==> config.mk <==
export PLATFORM = sky130hd
export DESIGN_NAME = lcd_rect_fill_byte_sequencer
export DESIGN_NICKNAME = d
export VERILOG_FILES = /design/src/hdl/lrfbs_pkg.sv /design/src/hdl/lcd_rect_fill_byte_sequencer.sv
export SDC_FILE = /design/constraint.sdc
export NUM_CORES = 1
export LEC_CHECK = 0
export ABC_AREA = 1
export BUFFER_PORTS_ARGS = -buffer_cell sky130_fd_sc_hd__buf_2
export CELL_PAD_IN_SITES_DETAIL_PLACEMENT = 0
export CELL_PAD_IN_SITES_GLOBAL_PLACEMENT = 1
export CORE_MARGIN = 1
export CORE_UTILIZATION = 47
export DETAILED_ROUTE_END_ITERATION = 6
export GPL_TIMING_DRIVEN = 0
export PLACE_DENSITY = 0.77
export SLEW_MARGIN = 20
export SYNTH_ARGS = -nofsm -noshare
export SYNTH_HDL_FRONTEND = slang
export SYNTH_SLANG_ARGS = --single-unit
==> constraint.sdc <==
create_clock -name clk -period 5.06 [get_ports clk]
set_input_delay 1.012 -clock clk [delete_from_list [all_inputs] [get_ports clk]]
set_output_delay 1.012 -clock clk [all_outputs]
set_load 0.02 [all_outputs]
==> src/hdl/lrfbs_pkg.sv <==
`timescale 1ns / 1ps
`default_nettype none
// ----------------------------------------------------------------------------
// lrfbs_pkg
// Shared constants and payload layout for the rectangle fill byte sequencer.
// ----------------------------------------------------------------------------
package lrfbs_pkg;

	localparam int unsigned COORD_W   = 16;
	localparam int unsigned BYTE_W    = 8;
	localparam int unsigned IN_DATA_W = 80;

	localparam logic [BYTE_W-1:0] CMD_COLUMN_SET = 8'h2A;
	localparam logic [BYTE_W-1:0] CMD_ROW_SET    = 8'h2B;
	localparam logic [BYTE_W-1:0] CMD_MEM_WRITE  = 8'h2C;

	localparam logic OP_TICK  = 1'b0;
	localparam logic OP_START = 1'b1;

	typedef struct packed {
		logic [COORD_W-1:0] fill_color;
		logic [COORD_W-1:0] rect_height;
		logic [COORD_W-1:0] rect_width;
		logic [COORD_W-1:0] y_origin;
		logic [COORD_W-1:0] x_origin;
	} rect_t;

endpackage
`default_nettype wire

==> src/hdl/lcd_rect_fill_byte_sequencer.sv <==
`timescale 1ns / 1ps
`default_nettype none
// ----------------------------------------------------------------------------
// lcd_rect_fill_byte_sequencer
// Emits the 8080-bus byte stream that fills a rectangle with one color.
// ----------------------------------------------------------------------------
// One input transfer is taken every cycle unless a stalled output holds a
// tick in the input register. A start transfer latches the rectangle and
// gives no output; each tick transfer while a fill is running gives one
// bus byte: 0x2A and four column bytes, 0x2B and four row bytes, 0x2C,
// then a high and a low color byte per pixel. The last byte carries tlast.
// A tick waits in the input register and its byte then goes to the output register.
// Starts during a fill and ticks while idle are dropped.
module lcd_rect_fill_byte_sequencer (
	input  wire                               clk,
	input  wire                               arst_n,
	input  wire                               s_axis_tvalid,
	output logic                              s_axis_tready,
	// x_origin[15:0], y_origin[31:16], rect_width[47:32],
	// rect_height[63:48], fill_color[79:64]
	input  wire  [lrfbs_pkg::IN_DATA_W-1:0]   s_axis_tdata,
	// op[0]
	input  wire                               s_axis_tuser,
	output logic                              m_axis_tvalid,
	input  wire                               m_axis_tready,
	// bus_byte[7:0]
	output logic [lrfbs_pkg::BYTE_W-1:0]      m_axis_tdata,
	// is_command[0]
	output logic                              m_axis_tuser,
	output logic                              m_axis_tlast
);
	import lrfbs_pkg::*;

	typedef enum logic [3:0] {
		PH_CMD_COL,
		PH_COL_FIRST_HI,
		PH_COL_FIRST_LO,
		PH_COL_LAST_HI,
		PH_COL_LAST_LO,
		PH_CMD_ROW,
		PH_ROW_FIRST_HI,
		PH_ROW_FIRST_LO,
		PH_ROW_LAST_HI,
		PH_ROW_LAST_LO,
		PH_CMD_WRITE,
		PH_PIXELS
	} phase_t;

	logic               valid_s1;
	logic               op_s1;
	rect_t              rect_s1;

	phase_t             phase_q, phase_d;
	logic               busy_q, busy_d;
	logic               low_half_q, low_half_d;
	logic [COORD_W-1:0] col_count_q, col_count_d;
	logic [COORD_W-1:0] row_count_q, row_count_d;
	logic [COORD_W-1:0] col_first_q, col_last_q, row_first_q, row_last_q;
	logic [COORD_W-1:0] color_q, width_q, height_q;

	logic               produce;
	logic               advance;
	logic               latch;
	logic [BYTE_W-1:0]  res_byte;
	logic               res_cmd;
	logic               res_last;
	logic [COORD_W-1:0] col_inc;
	logic [COORD_W-1:0] row_inc;

	assign produce       = valid_s1 && (op_s1 == OP_TICK) && busy_q;
	assign advance       = valid_s1 && (!produce || !m_axis_tvalid || m_axis_tready);
	assign s_axis_tready = !valid_s1 || advance;
	assign latch         = advance && (op_s1 == OP_START) && !busy_q;
	assign col_inc       = col_count_q + 16'd1;
	assign row_inc       = row_count_q + 16'd1;

	always_comb begin
		phase_d     = phase_q;
		busy_d      = busy_q;
		low_half_d  = low_half_q;
		col_count_d = col_count_q;
		row_count_d = row_count_q;
		res_byte    = '0;
		res_cmd     = 1'b0;
		res_last    = 1'b0;
		if (latch) begin
			phase_d     = PH_CMD_COL;
			busy_d      = 1'b1;
			low_half_d  = 1'b0;
			col_count_d = '0;
			row_count_d = '0;
		end else if (advance && produce) begin
			case (phase_q)
				PH_CMD_COL: begin
					res_byte = CMD_COLUMN_SET;
					res_cmd  = 1'b1;
					phase_d  = PH_COL_FIRST_HI;
				end
				PH_COL_FIRST_HI: begin
					res_byte = col_first_q[15:8];
					phase_d  = PH_COL_FIRST_LO;
				end
				PH_COL_FIRST_LO: begin
					res_byte = col_first_q[7:0];
					phase_d  = PH_COL_LAST_HI;
				end
				PH_COL_LAST_HI: begin
					res_byte = col_last_q[15:8];
					phase_d  = PH_COL_LAST_LO;
				end
				PH_COL_LAST_LO: begin
					res_byte = col_last_q[7:0];
					phase_d  = PH_CMD_ROW;
				end
				PH_CMD_ROW: begin
					res_byte = CMD_ROW_SET;
					res_cmd  = 1'b1;
					phase_d  = PH_ROW_FIRST_HI;
				end
				PH_ROW_FIRST_HI: begin
					res_byte = row_first_q[15:8];
					phase_d  = PH_ROW_FIRST_LO;
				end
				PH_ROW_FIRST_LO: begin
					res_byte = row_first_q[7:0];
					phase_d  = PH_ROW_LAST_HI;
				end
				PH_ROW_LAST_HI: begin
					res_byte = row_last_q[15:8];
					phase_d  = PH_ROW_LAST_LO;
				end
				PH_ROW_LAST_LO: begin
					res_byte = row_last_q[7:0];
					phase_d  = PH_CMD_WRITE;
				end
				PH_CMD_WRITE: begin
					res_byte = CMD_MEM_WRITE;
					res_cmd  = 1'b1;
					if (width_q == '0 || height_q == '0) begin
						res_last = 1'b1;
						busy_d   = 1'b0;
						phase_d  = PH_CMD_COL;
					end else begin
						phase_d  = PH_PIXELS;
					end
				end
				PH_PIXELS: begin
					if (!low_half_q) begin
						res_byte   = color_q[15:8];
						low_half_d = 1'b1;
					end else begin
						res_byte    = color_q[7:0];
						low_half_d  = 1'b0;
						col_count_d = col_inc;
						if (col_inc == width_q) begin
							col_count_d = '0;
							row_count_d = row_inc;
							if (row_inc == height_q) begin
								res_last    = 1'b1;
								busy_d      = 1'b0;
								phase_d     = PH_CMD_COL;
								row_count_d = '0;
							end
						end
					end
				end
				default: begin
					phase_d = PH_CMD_COL;
					busy_d  = 1'b0;
				end
			endcase
		end
	end

	always_ff @(posedge clk or negedge arst_n) begin
		if (!arst_n) begin
			valid_s1      <= 1'b0;
			phase_q       <= PH_CMD_COL;
			busy_q        <= 1'b0;
			low_half_q    <= 1'b0;
			col_count_q   <= '0;
			row_count_q   <= '0;
			m_axis_tvalid <= 1'b0;
		end else begin
			if (s_axis_tready) begin
				valid_s1 <= s_axis_tvalid;
			end
			phase_q     <= phase_d;
			busy_q      <= busy_d;
			low_half_q  <= low_half_d;
			col_count_q <= col_count_d;
			row_count_q <= row_count_d;
			if (advance && produce) begin
				m_axis_tvalid <= 1'b1;
			end else if (m_axis_tready) begin
				m_axis_tvalid <= 1'b0;
			end
		end
	end

	always_ff @(posedge clk) begin
		if (s_axis_tready && s_axis_tvalid) begin
			op_s1   <= s_axis_tuser;
			rect_s1 <= rect_t'(s_axis_tdata);
		end
		if (latch) begin
			col_first_q <= rect_s1.x_origin;
			col_last_q  <= rect_s1.x_origin + rect_s1.rect_width - 16'd1;
			row_first_q <= rect_s1.y_origin;
			row_last_q  <= rect_s1.y_origin + rect_s1.rect_height - 16'd1;
			width_q     <= rect_s1.rect_width;
			height_q    <= rect_s1.rect_height;
			color_q     <= rect_s1.fill_color;
		end
		if (advance && produce) begin
			m_axis_tdata <= res_byte;
			m_axis_tuser <= res_cmd;
			m_axis_tlast <= res_last;
		end
	end

	a_idle_phase: assert property (@(posedge clk) disable iff (!arst_n)
		!busy_q |-> (phase_q == PH_CMD_COL && !low_half_q))
		else $error("idle sequencer holds a nonzero phase");

	a_low_half_pixels: assert property (@(posedge clk) disable iff (!arst_n)
		low_half_q |-> (phase_q == PH_PIXELS))
		else $error("low color half pending outside the pixel phase");

	a_col_in_range: assert property (@(posedge clk) disable iff (!arst_n)
		(busy_q && phase_q == PH_PIXELS) |-> (col_count_q != width_q))
		else $error("column count reached the rectangle width");

	a_cmd_code: assert property (@(posedge clk) disable iff (!arst_n)
		(m_axis_tvalid && m_axis_tuser) |-> (m_axis_tdata == CMD_COLUMN_SET ||
		m_axis_tdata == CMD_ROW_SET || m_axis_tdata == CMD_MEM_WRITE))
		else $error("command transfer carries an unknown code");

	a_last_ends_fill: assert property (@(posedge clk) disable iff (!arst_n)
		(advance && produce && res_last) |=> !busy_q)
		else $error("fill still running after its last byte");

endmodule
`default_nettype wire

==> flow_summary_export.csv <==
group,metric,value,unit
worst_setup_path,r2r-start,"phase_q[0]",
grt,grt_pass1_vias,8288,
logic_synthesis,synthCells,1232,
routing,finalWirelength,28680,µm
sta,final.min_clock_period,3.037,ns
sta,setup_viol,0,
worst_setup_path,path_delay_family,"buffers and inverters",
power,p_sw_share,32.97,%
worst_setup_path,slowest_delay,0.25,ns
clock_network,path_clk_slew,0.06,ns
finish,diodes,0,
logic_synthesis,synth_seq_cells,243,
routing,drcViolationCount,0,
logic_synthesis,synth_edf_count,203,
routing,vias_per_cell,5.032,
logic_synthesis,synth_seq_area_share,57.81,%
power,power_frac_seq,43.5,%
logic_synthesis,avgSynthCellArea,9.965,µm²
logic_synthesis,ys_warn_count,0,
sta,rsz0062_at_grt,"false",
sta,hold_viol,0,
flow_run,drv_cap,0,
finish,nFillCells,2310,
sta,max_freq,0.3293,GHz
finish,layoutNonFillerInstCount,1710,
place,dpl.cell_count,1662,
grt,grt.total_usage,22.09,%
grt,grt_first_pass_wirelength,44450,µm
power,combPwrFrac,26.4,%
sta,max-slew-margin-rel,41.76,%
finish,drive_gt1_share,12.83,%
worst_setup_path,critPathBufInv,4,
grt,grt_max_degree,81,
logic_synthesis,synth.net_count,1379,
clock_network,clk_latency,0.53,ns
die,fp-row-count,58,
clock_network,postCtsResizedCells,0,
place,place_area,0.01329,mm²
place,gp_congestion,0.8772,
routing,detail_route.first_pass.iterations,5,
die,dieArea,0.02677,mm²
power,power.switching,2.023,mW
sta,worst_slew_pin_slew,0.8703,ns
sta,whs,0.4154,ns
finish,final_area,0.01413,mm²
worst_setup_path,critPathArrivalTime,2.02,ns
finish,layout.nets,1507,
die,coreArea,0.02540,mm²
worst_setup_path,crit_start,"m_axis_tready",
logic_synthesis,netlist_area,0.01228,mm²
status,status,"complete, no violations",
worst_setup_path,crit_end,"s_axis_tready",
power,clockPowerShare,30.1,%
routing,postRouteAntennaNets,0,
clock_network,hold_buffers,0,
place,hpwl,21710,µm
sta,finalWorstSetupSlack,2.023,ns
hold_path,worstHoldPathType,"reg2reg",
clock_network,clock_sinks,243,
clock_network,clock-root-buffer,"clkbuf_16",
worst_setup_path,critPathMaxFanout,2,
power,power_per_cell_area,434.4,mW/mm²
clock_network,cts_max_level,1,
place,port-buffer-count,96,
power,leakagePower,6.300,nW
clock_network,cts_setup_buffers,0,
worst_setup_path,reg2reg_to,"col_count_q[7]",
worst_setup_path,worstSetupPathType,"in2out",
routing,vias,8605,
place,preCtsSetupSlack,1.934,ns
worst_setup_path,path_cells,"buf_2, nor2_1, inv_1, nor2_1, inv_1, buf_2",
worst_setup_path,r2r_cells,9,
die,die_w,163.6,µm
worst_setup_path,endpoint_kind,"output pin",
worst_setup_path,start_kind,"primary input",
sta,slew_viol_final,0,
worst_setup_path,path_depth,6,
clock_network,cts_tree,"yes",
logic_synthesis,ys_async_sr_fraction,16.46,%
sta,finClkSkew,0.009490,ns
grt,grt.overflow.total,0,
finish,area_growth_syn_to_layout,15.07,%
finish,layout_common_cells,"nand2_1 (285), inv_1 (235), edfxtp_1 (203)",
grt,antenna_found_initial,0,
clock_network,numCtsBuffers,26,
logic_synthesis,synthFlopType,"edfxtp_1",
sta,fin_crit_sh,60.02,%
logic_synthesis,yosysUniqueCellTypes,43,
worst_setup_path,rrSetupSlack,2.09,ns
power,peakVddDrop,270.1,µV
die,die_y,163.6,µm
finish,layout_commonest_cell,"nand2_1",
die,pin_count,97,
routing,drt_iter0_markers,547,
power,power.internal,4.114,mW
routing,wl_per_cell,16.77,µm
worst_setup_path,cp_slowest_cell,"nor2_1",
clock_network,clockBufferDepth,3,
die,initial_core_util,48.33,%
worst_setup_path,cp.required,4.05,ns
[metrics by stage]
step	util, %	power, mW	TNS (ns)
2_1_floorplan	-	3.830	0
3_3_place_gp	51.86	4.298	-5.652
3_5_place_dp	52.32	4.317	0
4_1_cts	55.61	6.180	0
5_1_grt	55.62	6.495	0
6_report	55.62	6.137	0
[worst min-delay path by stage]
stage | startpoint | cells after the start | to
2_1_floorplan | rect_s1[64] | 0 | color_q[0]
3_3_place_gp | rect_s1[65] | 0 | color_q[1]
3_5_place_dp | rect_s1[77] | 0 | color_q[13]
4_1_cts | rect_s1[77] | 0 | color_q[13]
5_1_grt | rect_s1[79] | 0 | color_q[15]
6_report | rect_s1[77] | 0 | color_q[13]
[registers in the layout (all words and copies together), names as in the netlist, 4 cells and up]
name          flops
color_q          16
row_count_q      16
row_first_q      16
col_count_q      16
rect_s1          80
height_q         16
row_last_q       16
col_first_q      16
phase_q           4
m_axis_tdata      8
width_q          16
col_last_q       16
[kinds of logic after synthesis]
family,share of synthesized area [%]
compound gates,6.278
xor+xnor,3.261
fa+ha+maj,6.441
buf+inv,7.705
flops,57.81
mux,0.09172
simple gates,18.42
[per-layer routing]
layer	wire (µm)	track usage [%]	up-vias
li1	-	-	4378
met1	13240	30.68	4001
met2	13760	37.13	193
met3	1205	2.514	33
met4	486	5.093	0
met5	0	0	-
[worst register-to-register path, delay by kind of cell, from the launching register on]
family	cells	cell delay (ns)
buf+inv	4	1.33
flops	1	0.32
simple gates	3	0.90
compound gates	2	0.29
[power by group through the flow]
stage | Clock (mW) | Combinational, mW | Sequential [mW]
6_report | 1.85 | 1.62 | 2.67
5_1_grt | 1.96 | 1.84 | 2.69
4_1_cts | 1.89 | 1.62 | 2.67
3_5_place_dp | 0 | 1.61 | 2.70
3_3_place_gp | 0 | 1.58 | 2.72
2_1_floorplan | 0 | 1.15 | 2.68
[cell type report]
| type | instances | area, µm² | area share (%) |
|---|---|---|---|
| buffer | 9 | 52.55 | 0.3720 |
| clock buffer | 33 | 718.2 | 5.084 |
| tap | 330 | 412.9 | 2.923 |
| sequential | 243 | 7097 | 50.23 |
| multi-input combinational | 742 | 4244 | 30.04 |
| timing repair buffer | 100 | 585.6 | 4.145 |
| clock inverter | 15 | 118.9 | 0.8414 |
| inverter | 238 | 898.4 | 6.359 |
[cell usage after synthesis (3+ instances only)]
cell type    n  area, µm²
nand3b_1     8      60.06
a21oi_1     40      200.2
o21ai_0     21      105.1
nor2_1      89      334.1
buf_2        3      15.01
xnor2_1     10      87.58
o21ai_1      6      30.03
dfrtp_1     40       1001
nand2_1    285       1070
o21ai_2      4      35.03
a221oi_1    12      105.1
a22o_1       7      61.31
nor3_1       6      30.03
nand3_1     75      375.4
nor4_1       9      56.30
nand3_2      3      30.03
edfxtp_1   203       6096
nand2_2      6      37.54
o31ai_1      5      37.54
xor2_1      28      245.2
nand4_1     26      162.7
inv_1      236      885.9
clkbuf_1     4      15.01
nor2_2       6      37.54
xnor3_1      3      67.56
a41oi_1      3      26.28
ha_1        60      750.7
o22ai_1     13      81.33
Power figures use the tool's default switching activity.
